`src/hdl/ptor_pkg.sv`:
```
`default_nettype none

package ptor_pkg;

   // default table size
   localparam int TABLE_DEPTH_DEF = 64;

   // reset value of the idle limit
   localparam logic [31:0] AWAY_RESET = 32'd120000;

   // request modes
   localparam logic [1:0] MODE_SIGHT = 2'd0;
   localparam logic [1:0] MODE_SWEEP = 2'd1;
   localparam logic [1:0] MODE_READ  = 2'd2;

   // result status codes
   localparam logic [2:0] ST_UPDATED    = 3'd0;
   localparam logic [2:0] ST_APPENDED   = 3'd1;
   localparam logic [2:0] ST_REUSED     = 3'd2;
   localparam logic [2:0] ST_REPLACED   = 3'd3;
   localparam logic [2:0] ST_MARKED     = 3'd4;
   localparam logic [2:0] ST_NONE_IDLE  = 3'd5;
   localparam logic [2:0] ST_READ       = 3'd6;
   localparam logic [2:0] ST_READ_EMPTY = 3'd7;

   typedef struct packed {
      logic [1:0]        mode;
      logic [63:0]       peer_key;
      logic signed [7:0] signal_dbm;
      logic [15:0]       session_count;
      logic [15:0]       total_count;
      logic [31:0]       now_ms;
      logic [5:0]        read_slot;
   } req_type;

   typedef struct packed {
      logic [2:0]        status;
      logic [5:0]        slot;
      logic [6:0]        peer_count;
      logic [15:0]       last_total;
      logic [15:0]       last_session;
      logic [63:0]       entry_key;
      logic signed [7:0] entry_signal;
      logic              entry_gone;
      logic [31:0]       entry_last_seen;
      logic [15:0]       entry_total;
      logic [15:0]       entry_session;
   } rsp_type;

   // one stored peer
   typedef struct packed {
      logic [63:0]       key;
      logic [31:0]       seen;
      logic              gone;
      logic signed [7:0] signal;
      logic [15:0]       total;
      logic [15:0]       session;
   } entry_type;

   typedef enum logic [1:0] {
      S_IDLE,
      S_SCAN,
      S_COMMIT
   } state_type;

   // controller to datapath
   typedef struct packed {
      logic load;
      logic issue;
      logic commit;
   } cmd_type;

   // datapath to controller
   typedef struct packed {
      logic scan_more;
      logic rsp_free;
   } sts_type;

endpackage

`default_nettype wire

```
`src/hdl/ptor_controller.sv`:
```
`default_nettype none

module ptor_controller (
   input  wire logic              clock,
   input  wire logic              reset,
   input  wire logic              req_valid,
   output logic                   req_stall,
   input  wire ptor_pkg::sts_type sts,
   output ptor_pkg::cmd_type      cmd
);

   ptor_pkg::state_type state_ff;
   ptor_pkg::state_type state_in;

   always_ff @(posedge clock) begin
      if (reset) begin
         state_ff <= ptor_pkg::S_IDLE;
      end else begin
         state_ff <= state_in;
      end
   end

   // next state
   always_comb begin
      state_in = state_ff;
      case (state_ff)
         ptor_pkg::S_IDLE: begin
            if (req_valid) begin
               state_in = ptor_pkg::S_SCAN;
            end
         end
         ptor_pkg::S_SCAN: begin
            if (!sts.scan_more) begin
               state_in = ptor_pkg::S_COMMIT;
            end
         end
         ptor_pkg::S_COMMIT: begin
            if (sts.rsp_free) begin
               state_in = ptor_pkg::S_IDLE;
            end
         end
         default: begin
            state_in = ptor_pkg::S_IDLE;
         end
      endcase
   end

   // outputs
   always_comb begin
      req_stall  = 1'b1;
      cmd.load   = 1'b0;
      cmd.issue  = 1'b0;
      cmd.commit = 1'b0;
      case (state_ff)
         ptor_pkg::S_IDLE: begin
            req_stall = 1'b0;
            cmd.load  = req_valid;
         end
         ptor_pkg::S_SCAN: begin
            cmd.issue = sts.scan_more;
         end
         ptor_pkg::S_COMMIT: begin
            cmd.commit = sts.rsp_free;
         end
         default: begin
            req_stall = 1'b1;
         end
      endcase
   end

endmodule

`default_nettype wire

```
`config.mk`:
```
export PLATFORM = sky130hd
export DESIGN_NAME = ptor_controller
export DESIGN_NICKNAME = d
export VERILOG_FILES = /design/src/hdl/ptor_pkg.sv /design/src/hdl/ptor_controller.sv
export SDC_FILE = /design/constraint.sdc
export NUM_CORES = 1
export LEC_CHECK = 0
export BUFFER_PORTS_ARGS = -buffer_cell sky130_fd_sc_hd__buf_2
export CORE_AREA = 5 5 42 44
export CTS_BUF_LIST = sky130_fd_sc_hd__clkbuf_4
export DETAILED_ROUTE_END_ITERATION = 10
export DIE_AREA = 0 0 47 49
export GPL_ROUTABILITY_DRIVEN = 0
export SLEW_MARGIN = 20
export SYNTH_ARGS = -nofsm -noshare
export SYNTH_HDL_FRONTEND = slang
export SYNTH_SLANG_ARGS = --single-unit
```
`constraint.sdc`:
```
create_clock -name clock -period 1.08 [get_ports clock]
set_input_delay 0.108 -clock clock [delete_from_list [all_inputs] [get_ports clock]]
set_output_delay 0.108 -clock clock [all_outputs]
set_load 0.005 [all_outputs]
```
# --- Word level (Yosys, flattened, before mapping) ---
# Cells that the tools add are included.
# W data, S select, Z words.
totals:
  ff_bits: 2
  inputBits: 5
  elab_cells: 16
  output_inout_bits: 4
op_classes:
  n_mux: 8
  eq_ne: 5
  reduce_logical: 2
op_table:
  columns: ["cell", "count"]
  rows:
  - ["$mux W2", 3]
  - ["$ne A2 B2 Y1 const B", 3]
  - ["$pmux W2 S3", 1]
  - ["$mux W1", 4]
  - ["$reduce_and A3 Y1", 1]
  - ["$eq A2 B1 Y1 const B", 1]
  - ["$eq A2 B2 Y1 const B", 1]
  - ["$logic_not A2 Y1", 1]

# --- Logic depth before layout (Yosys ltp) ---
# Gate-level depths: netlist (run 1).
logic_depth:
  word_depth: 3
  mapped_depth: 2
  depth_no_buf: 2

# --- Worst setup path after synthesis (run 1) ---
# No wires, ideal clock.
synth_path:
  path_kind: "reg-to-reg"
  from: "register state_ff[1]"
  to: "register state_ff[1]"
  required_ps: 1014
  period_less_slack_ps: 899
  arrival_time_ps: 833
  n_path_buf: 0
  path_slack_ps: 181
  setup_ps: 66
  stages_incl_launch_ff: 3
  path_cell_list: "dfxtp_1 or3b_1 a21oi_2"
synth_via:
  elab_chain_len: 3
  word_cells_on_any_way: 8
  classes_between: "eq/ne (5); mux (1); reduce/logical (2)"
synth_rtl:
  columns: ["element", "line", "rtl"]
  rows:
  - ["start, declared", "ptor_controller.sv:12", "ptor_pkg::state_type state_ff;"]
  - ["start signal, assigned", "ptor_controller.sv:17", "state_ff <= ptor_pkg::S_IDLE;"]
  - ["start signal, assigned", "ptor_controller.sv:19", "state_ff <= state_in;"]
  - ["$eq A2 B1 Y1, or another cell as far along", "ptor_controller.sv:26", "case (state_ff)"]
  - ["$ne A2 B2 Y1 (no line)", null, null]
  - ["$reduce_and A3 Y1 (no line)", null, null]
# Parallel ways exist; a longest one is shown, timed or not.
# A chain may end at the register's enable or synchronous reset.

==> results.cfg, run 1 <==
[synthesis]
synth.distinct_cells = 10
postSynth.topFlopCell = sky130_fd_sc_hd__dfxtp_1
synthesis.nets = 18
ys_async_sr_fraction_pct = 0
ys_seq_elements = 2
synth_top_area_cell = sky130_fd_sc_hd__dfxtp_1
synthesis.area_per_instance_um2 = 8.57
synth_top_area_share_pct = 36.0
synth-seq-area-share_pct = 36.0
synth-edff-count = 0
synth_area_um2 = 111
synthCells = 13
post_synth_most_frequent_cells = sky130_fd_sc_hd__dfxtp_1 (2), sky130_fd_sc_hd__nor2_1 (2), sky130_fd_sc_hd__or3b_1 (2)
warnings_from_yosys = 0
synth.area.top_cells = sky130_fd_sc_hd__dfxtp_1 (36%), sky130_fd_sc_hd__or3b_1 (16%), sky130_fd_sc_hd__and3b_2 (9.0%), sky130_fd_sc_hd__a21oi_2 (7.9%), sky130_fd_sc_hd__a211oi_1 (6.7%)

[routing]
drtAntennaViolNets = 0
routed-via-count = 126
routed_length_per_placed_instance_um = 7.60
routed_via_density = 3.15
drtPass1Iterations = 2
detailed_route_wl_um = 304
drt_first_iter_violations = 1
route.detailed.drc = 0

[final_layout]
fillerInstances = 174
final_cell_area_um2 = 196
area.growth.synth_to_final_pct = 76.4
drive_gt1_share_pct = 62.5
max_reg_flops = 2
n_antenna_cell = 0
layoutNonFillerInstCount = 40
biggest_regs = state_ff x2
top_register = state_ff
num-nets-final = 31

[timing]
final-setup-viol-count = 1
fin_worst_hold_slack_ns = 0.0500
post-route-worst-setup-slack_ns = -0.00761
max_slew.worst_pin.slew_ns = 0.167
timing_hold_violations_final = 0
setup_repair_after_global_routing_missed_its_margin = true
layout_worst_path_cycle_share_pct = 101
min_period_ns = 1.09
max_slew_margin_pct = 88.8
maxClockFrequency_ghz = 0.919
fin_tns_setup_ns = -0.00761
finClkSkew_ns = 0.00114
max_slew_vio_count = 0

[clock_network]
clk_path_buf_depth = 2
h-tree-depth = 1
clkLatencyLatePin_ns = 0.22
clk_pin_slew_ns = 0.03
tritoncts = yes
clock-sinks = 2
tritoncts.num_buffers = 3
cts.root.buffer_cell = sky130_fd_sc_hd__clkbuf_4

[floorplan]
fp.coreArea_um2 = 1400
start_util_pct = 7.95
die_height_um = 49
top_level_ports = 9
die_width_um = 47
floorplan.rows = 14
floorplan.die_area_um2 = 2300

[place]
placement.cell_area_um2 = 171
place_hpwl_um = 227
portBuffers = 8
total_placed_cells_including_tap_cells = 37

[worst_setup_path]
critPathRequiredTime_ns = 0.97
crit_arrival_ns = 0.98
critPathCaptureType = primary output
timing.reg2reg.setup_slack_ns = 0.17
timing_worst_setup_path_type = flip-flop to primary output
worstSetupStartpointType = flip-flop
critPathMaxFanout = 6

[outcome]
run_status = finished with violations
violations = setup timing

[flow_run]
max_cap_violations = 0

[pwr]
power-per-cell-area_nw_per_um2 = 1470
vdd.ir_drop.worst_v = 0.000233
cellLeakagePower_uw = 0.0000978

[hold_path]
holdCritPathClass = input pin to flip-flop

[global_routing]
largest_net_degree_at_the_start_of_global_routing = 7
grt.total_usage_pct = 4.43
grt_antenna_before_repair = 0
grt_pass1_vias = 146
grt_pass1_wl_um = 572
grt_remaining_overflow = 0
-- worst paths after layout --
path	startpoint	end	depth (start not counted)
worst max register to register	state_ff[0]	state_ff[1]	2
worst min-delay path	reset	state_ff[1]	2
worst max-delay path	state_ff[1]	cmd[2]	3
worst min register to register	state_ff[1]	state_ff[0]	1
-- metal layers --
layer  wire (um)  share of wire (%)  global-route usage, %  up-vias
li1            -                  -                      -       67
met1         148                 49                   4.16       48
met2         107                 35                   3.62        9
met3          20                6.6                   2.58        2
met4          27                8.9                   9.68        0
met5           0                  0                      0        -
-- kinds of logic after synthesis --
| group | after synthesis | share of synthesized area (%) |
|---|---|---|
| flops | 2 | 36.0 |
| simple gates | 8 | 46.1 |
| buf+inv | 1 | 3.37 |
| compound gates | 2 | 14.6 |
-- what timing repair did --
action / CTS / global route
setup buffers: 0 / 0
gates resized for setup: 1 / 1
cloned: 0 / 0
setup endpoints to repair: 1 / 4
hold buffers: 0 / 0
-- stage by stage --
stage          worst slack (ns)  total power [uW]  util, %
6_report               -0.00761               288     14.0
5_1_grt                 -0.0832               317     14.0
4_1_cts                 -0.0247               305     13.9
3_5_place_dp              0.141               123     12.2
3_3_place_gp              0.121               123     12.2
2_1_floorplan             0.181               102        -
-- critical path: stages, from the launching register on --
cell	delay [ns]
sky130_fd_sc_hd__dfxtp_2	0.33
sky130_fd_sc_hd__or2_1	0.24
sky130_fd_sc_hd__nor2_1	0.08
sky130_fd_sc_hd__buf_2	0.11
-- layout make-up --
class / instances / area (um^2) / area share (%)
multi-input cells: 10 / 67.6 / 34.4
clock buffers: 3 / 22.5 / 11.5
inverters: 1 / 3.75 / 1.91
flip-flops and latches: 2 / 42.5 / 21.7
repair buffers: 8 / 40.0 / 20.4
well taps: 16 / 20.0 / 10.2
-- layout by cell type, fill, tap and decap left out, drive strengths merged --
cell type,Yosys,final
nand2b,1,1
or3b,2,2
dfxtp,2,2
buf,0,8
or2,1,1
a211oi,1,1
and3b,1,1
inv,1,1
a21oi,1,1
nor2,2,2
clkbuf,0,3
nand2,1,1
-- report_power, final --
group,switching (uW),internal [uW]
Sequential,4.95,80.2
Combinational,15.4,21.7
Clock,43.4,123
Total,63.7,225
(Power assumes the default switching activity.)
==> run 2, diff against run 1 <==
--- a/config.mk
+++ b/config.mk
@@ -11,6 +11,7 @@
 export DETAILED_ROUTE_END_ITERATION = 10
 export DIE_AREA = 0 0 47 49
 export GPL_ROUTABILITY_DRIVEN = 0
+export PLACE_DENSITY = 0.3
 export SLEW_MARGIN = 20
 export SYNTH_ARGS = -nofsm -noshare
 export SYNTH_HDL_FRONTEND = slang
==> run 2 against run 1 <==
- the run now ends clean
- critical path depth stayed put
- sequential share of layout area shrank 2.1 points
- cell area increased by 11%
- maximum frequency increased by 2.0%
- cell count increased by 5.0%
- clock power is essentially flat
- first-iteration DRC count grew to 5.0 times the previous value
- combinational power grew 39%
- sequential power decreased by 2%
- die area stayed put
- critical path type unchanged
- highest routed layer is now met3
==> results.cfg, run 2 (synthesized netlist as in run 1, its figures left out) <==
[routing]
drt_first_iter_violations = 5
routed-via-count = 132
detailed_route_wl_um = 383
routed_length_per_placed_instance_um = 9.12
routed_via_density = 3.14
route.detailed.drc = 0
drtPass1Iterations = 2
drtAntennaViolNets = 0

[worst_setup_path]
largest_stage_delay_worst_path_ns = 0.31
critPathLaunch = state_ff[1]
critPathRequiredTime_ns = 0.97
r2r.worst_path.cells = 3
worstSetupStartpointType = flip-flop
cp.depth = 3
critPathTopFamily = flip-flops
crit_arrival_ns = 0.96
timing.reg2reg.setup_slack_ns = 0.06
worst_r2r_endpoint = state_ff[1]
timing.critical_path.buf_inv = 1
slowest_stage = sky130_fd_sc_hd__dfxtp_2
critPathCaptureType = primary output
critical_path.cell_chain = or2_1 -> nor2_1 -> buf_2
timing_worst_setup_path_type = flip-flop to primary output
r2r-start = state_ff[0]
critPathMaxFanout = 3
crit_end = cmd[2]

[timing]
maxClockFrequency_ghz = 0.938
timing_hold_violations_final = 0
finClkSkew_ns = 0.00214
fin_worst_hold_slack_ns = 0.0616
max_slew_vio_count = 0
setup_repair_after_global_routing_missed_its_margin = true
final-setup-viol-count = 0
min_period_ns = 1.07
fin_tns_setup_ns = 0
layout_worst_path_cycle_share_pct = 98.7
max_slew.worst_pin.slew_ns = 0.203
max_slew_margin_pct = 86.4

[final_layout]
biggest_regs = state_ff x2
final_cell_mix = sky130_fd_sc_hd__buf_2 (8), sky130_fd_sc_hd__clkbuf_4 (3), sky130_fd_sc_hd__nor2_1 (2), sky130_fd_sc_hd__or3b_1 (2), sky130_fd_sc_hd__dfxtp_2 (2)
layoutNonFillerInstCount = 42
drive_gt1_share_pct = 69.2
layout.cells.most_common = sky130_fd_sc_hd__buf_2
utilization_pct = 15.5
n_antenna_cell = 0
area.growth.synth_to_final_pct = 95.5
max_reg_flops = 2
top_register = state_ff
num-nets-final = 33
final_cell_area_um2 = 218

[flow_run]
max_cap_violations = 0

[global_routing]
grt.total_usage_pct = 4.29
grt_remaining_overflow = 0
largest_net_degree_at_the_start_of_global_routing = 5
grt_pass1_vias = 147
grt_pass1_wl_um = 586
grt_antenna_before_repair = 0

[floorplan]
start_util_pct = 7.95
floorplan.rows = 14
top_level_ports = 9
fp.coreArea_um2 = 1400
die_height_um = 49
die_width_um = 47
floorplan.die_area_um2 = 2300

[place]
total_placed_cells_including_tap_cells = 37
portBuffers = 8
placement.cell_area_um2 = 171

[clock_network]
h-tree-depth = 1
tritoncts = yes
tritoncts.num_buffers = 3
cts.root.buffer_cell = sky130_fd_sc_hd__clkbuf_4
cts.hold.buffers_added = 0
clkLatencyLatePin_ns = 0.22
clk_path_buf_depth = 2
clock-sinks = 2
clk_pin_slew_ns = 0.03

[pwr]
cellLeakagePower_uw = 0.000109
vdd.ir_drop.worst_v = 0.000660
power-per-cell-area_nw_per_um2 = 1380

[outcome]
run_status = complete, no violations

[hold_path]
holdCritPathClass = input pin to flip-flop
worst_hold_startpoint = reset
run 2: changes by cell type in the layout (fill, tap and decap cells not counted), sizes merged:
cell / previous run / this run
buf: 8 / 10
run 2: worst min-delay path by stage:
stage / end / slack [ns] / cells after the start
6_report: state_ff[1] / 0.06 / 2
5_1_grt: state_ff[1] / 0.05 / 2
3_3_place_gp: state_ff[1] / 0.30 / 2
2_1_floorplan: state_ff[1] / 0.17 / 1
3_5_place_dp: state_ff[1] / 0.30 / 2
4_1_cts: state_ff[1] / 0.05 / 2
run 2: metal layers:
metal	vias up	part of all wire (%)	track usage (%)
met5	-	0	0
met4	0	0	4.15
met3	0	16	5.90
met2	8	31	2.71
met1	54	54	5.24
li1	70	-	-
run 2: report_power, final:
| part | leakage, uW | switching [uW] | total [uW] | internal, uW |
|---|---|---|---|---|
| clock | 0.0000138 | 42.2 | 165 | 122 |
| combinational | 0.0000777 | 21.9 | 51.3 | 29.4 |
| sequential | 0.0000172 | 3.63 | 83.8 | 80.2 |
run 2: what timing repair did:
item / in CTS / in global routing
buffers inserted: 2 / 0
endpoints found under the setup margin: 1 / 2
pin swaps: 2 / 3
resized for setup: 2 / 2
hold endpoints to repair: 0 / 0
run 2: final cells by class:
class	instances	area (um^2)
fillers	165	1180
multi-input cells	10	70.1
repair buffers	10	58.8
flip-flops and latches	2	42.5
clock buffers	3	22.5
well taps	16	20.0
inverters	1	3.75
run 2: worst reg2reg max path, stage by stage, from the launching register on:
cell and delay [ns]:
sky130_fd_sc_hd__dfxtp_2 0.32, sky130_fd_sc_hd__buf_6 0.12, sky130_fd_sc_hd__or3b_1 0.38, sky130_fd_sc_hd__a21oi_2 0.13
run 2: metrics by stage:
| step | total power [uW] | setup WS, ns |
|---|---|---|
| 6_report | 300 | 0.0140 |
| 5_1_grt | 331 | -0.0500 |
| 4_1_cts | 304 | -0.0170 |
| 3_5_place_dp | 124 | 0.131 |
| 3_3_place_gp | 123 | 0.145 |
| 2_1_floorplan | 102 | 0.181 |
==> run 3, diff against run 2 <==
--- a/config.mk
+++ b/config.mk
@@ -5,6 +5,7 @@
 export SDC_FILE = /design/constraint.sdc
 export NUM_CORES = 1
 export LEC_CHECK = 0
+export ABC_AREA = 1
 export BUFFER_PORTS_ARGS = -buffer_cell sky130_fd_sc_hd__buf_2
 export CORE_AREA = 5 5 42 44
 export CTS_BUF_LIST = sky130_fd_sc_hd__clkbuf_4
@@ -12,6 +13,7 @@
 export DIE_AREA = 0 0 47 49
 export GPL_ROUTABILITY_DRIVEN = 0
 export PLACE_DENSITY = 0.3
+export REMOVE_ABC_BUFFERS = 1
 export SLEW_MARGIN = 20
 export SYNTH_ARGS = -nofsm -noshare
 export SYNTH_HDL_FRONTEND = slang
==> run 3 against run 2 <==
- cell area is 2.9% lower
- critical path type unchanged
- worst hold slack got worse by 0.0058 ns
- highest routed layer unchanged
- clock skew increased by 0.00072 ns
- sequential power up 5.5%
- maximum frequency up 6.6%
- die area stayed put
- critical endpoint is now cmd[0]
- setup slack improved by 0.066 ns
- cell count grew 2.4%
- synthesized area down 4.5%
==> results.cfg, run 3 <==
[routing]
detailed_route_wl_um = 321
drtAntennaViolNets = 0
routed_length_per_placed_instance_um = 7.47
drtPass1Iterations = 1
route.detailed.drc = 0
routed_via_density = 3.02
drt_first_iter_violations = 0
routed-via-count = 130

[hold_path]
worst_hold_path.endpoint = state_ff[0]
worst_hold_startpoint = reset
hold_path_depth = 2
holdCritPathClass = input pin to flip-flop

[pwr]
power.share.combinational_pct = 15.5
clock_power_share_pct = 54.6
power-per-cell-area_nw_per_um2 = 1400
cellLeakagePower_uw = 0.000113
vdd.ir_drop.worst_v = 0.000367
p_sw_uw = 69.4
fin_total_pwr_uw = 296
p_seq_share_pct = 29.9
internal-power_uw = 226
switching_share_pct = 23.5

[timing]
setup_repair_after_global_routing_missed_its_margin = true
layout_worst_path_cycle_share_pct = 92.6
finClkSkew_ns = 0.00287
max_slew.worst_pin.slew_ns = 0.137
timing_hold_violations_final = 0
maxClockFrequency_ghz = 1.00
post-route-worst-setup-slack_ns = 0.0800
max_slew_margin_pct = 90.9
final-setup-viol-count = 0
min_period_ns = 1.00
max_slew_vio_count = 0

[final_layout]
n_antenna_cell = 0
layout.cells.most_common = sky130_fd_sc_hd__buf_2
top_register = state_ff
fillerInstances = 168
max_reg_flops = 2
final_cell_area_um2 = 211
area.growth.synth_to_final_pct = 98.8
utilization_pct = 15.1
biggest_regs = state_ff x2
final_cell_mix = sky130_fd_sc_hd__buf_2 (8), sky130_fd_sc_hd__inv_1 (4), sky130_fd_sc_hd__clkbuf_4 (3)
num-nets-final = 34
layoutNonFillerInstCount = 43
drive_gt1_share_pct = 70.4

[place]
place_hpwl_um = 257
preCtsSetupSlack_ns = 0.247
total_placed_cells_including_tap_cells = 40
portBuffers = 8
placement.cell_area_um2 = 166

[worst_setup_path]
timing_worst_setup_path_type = flip-flop to primary output
worst_r2r_endpoint = state_ff[1]
timing.reg2reg.setup_slack_ns = 0.37
worstSetupStartpointType = flip-flop
critPathCaptureType = primary output
r2r.worst_path.cells = 2
crit_arrival_ns = 0.89
critPathRequiredTime_ns = 0.97
critPathMaxFanout = 3
r2r-start = state_ff[0]

[clock_network]
tritoncts = yes
clk_pin_slew_ns = 0.03
clock-sinks = 2
clk_path_buf_depth = 2
clkLatencyLatePin_ns = 0.22
cts.hold.buffers_added = 0
cts.root.buffer_cell = sky130_fd_sc_hd__clkbuf_4
tritoncts.num_buffers = 3
cts_setup_buffers = 0
h-tree-depth = 1

[flow_run]
max_cap_violations = 0

[synthesis]
synthesis.area_per_instance_um2 = 6.65
synth.area.top_cells = sky130_fd_sc_hd__dfxtp_1 (38%), sky130_fd_sc_hd__inv_1 (18%), sky130_fd_sc_hd__nand3_1 (9.4%), sky130_fd_sc_hd__a21oi_2 (8.2%), sky130_fd_sc_hd__nand3b_1 (7.1%)
synth-edff-count = 0
warnings_from_yosys = 0
synth-seq-area-share_pct = 37.6
synthCells = 16
synth_top_area_cell = sky130_fd_sc_hd__dfxtp_1
ys_async_sr_fraction_pct = 0
synth_top_area_share_pct = 37.6
postSynth.topFlopCell = sky130_fd_sc_hd__dfxtp_1
synth.distinct_cells = 10
ys_seq_elements = 2
yosys.cell_count.top_type = sky130_fd_sc_hd__inv_1
post_synth_most_frequent_cells = sky130_fd_sc_hd__inv_1 (5), sky130_fd_sc_hd__dfxtp_1 (2), sky130_fd_sc_hd__nand3_1 (2)
synth_area_um2 = 106

[floorplan]
die_width_um = 47
floorplan.die_area_um2 = 2300
top_level_ports = 9
start_util_pct = 7.59
floorplan.rows = 14
fp.coreArea_um2 = 1400
die_height_um = 49

[global_routing]
grt.total_usage_pct = 4.08
grt_remaining_overflow = 0
grt_antenna_before_repair = 0
grt_pass1_vias = 164
largest_net_degree_at_the_start_of_global_routing = 6
grt_pass1_wl_um = 586

[outcome]
run_status = complete, no violations
-- run 3: worst max path at each step --
stage	from	end	slack, ns	cells after the start
after floorplan	state_ff[1]	cmd[0]	0.39	2
after global placement	state_ff[0]	cmd[2]	0.23	4
after detailed placement	state_ff[0]	cmd[2]	0.25	4
after CTS	state_ff[0]	cmd[2]	0.0005	4
after global routing	state_ff[0]	cmd[2]	-0.009	4
final	state_ff[1]	cmd[0]	0.08	3
-- run 3: per-layer routing --
layer  share of wire [%]  up-vias  routed length, um  global-route usage (%)
met1                  40       51                129                    3.95
met4                   0        0                  0                    6.91
met5                   0        -                  0                       0
met3                  21        0                 69                    2.58
li1                    -       71                  -                       -
met2                  38        8                122                    4.07
-- run 3: kinds of logic after synthesis --
family / after synthesis / synth area share, %
buf+inv: 6 / 21.2
compound gates: 2 / 12.9
flops: 2 / 37.6
simple gates: 6 / 28.2
-- run 3: through the flow --
stage               setup TNS [ns]  hold WS [ns]
global placement                 0         0.288
finish                           0        0.0558
CTS                              0        0.0495
detailed placement               0         0.291
floorplan                        0         0.170
global route              -0.00939        0.0561
-- run 3: final cells by class --
class                   count  area [um^2]  share of cell area [%]
repair buffers              8         40.0                    18.9
well taps                  16         20.0                    9.47
clock buffers               3         22.5                    10.7
multi-input cells           8         63.8                    30.2
inverters                   6         22.5                    10.7
flip-flops and latches      2         42.5                    20.1
-- run 3: worst max-delay path, cell delays in order, from the launching register on --
cell                      delay [ns]
sky130_fd_sc_hd__dfxtp_2        0.35
sky130_fd_sc_hd__inv_2          0.06
sky130_fd_sc_hd__nor3_2         0.13
sky130_fd_sc_hd__buf_2          0.13
-- run 3: what timing repair did --
item | CTS | global route
gates resized for setup | 0 | 8
setup endpoints to repair | 0 | 3
endpoints found under the hold margin | 0 | 0
-- run 3: power groups by stage --
stage,registers [uW],clock network (uW),logic (uW)
finish,88.4,162,45.9
global route,89.3,181,54.1
CTS,83.6,179,40.5
detailed placement,84.6,0,40.3
global placement,84.3,0,41.5
floorplan,83.6,0,19.8
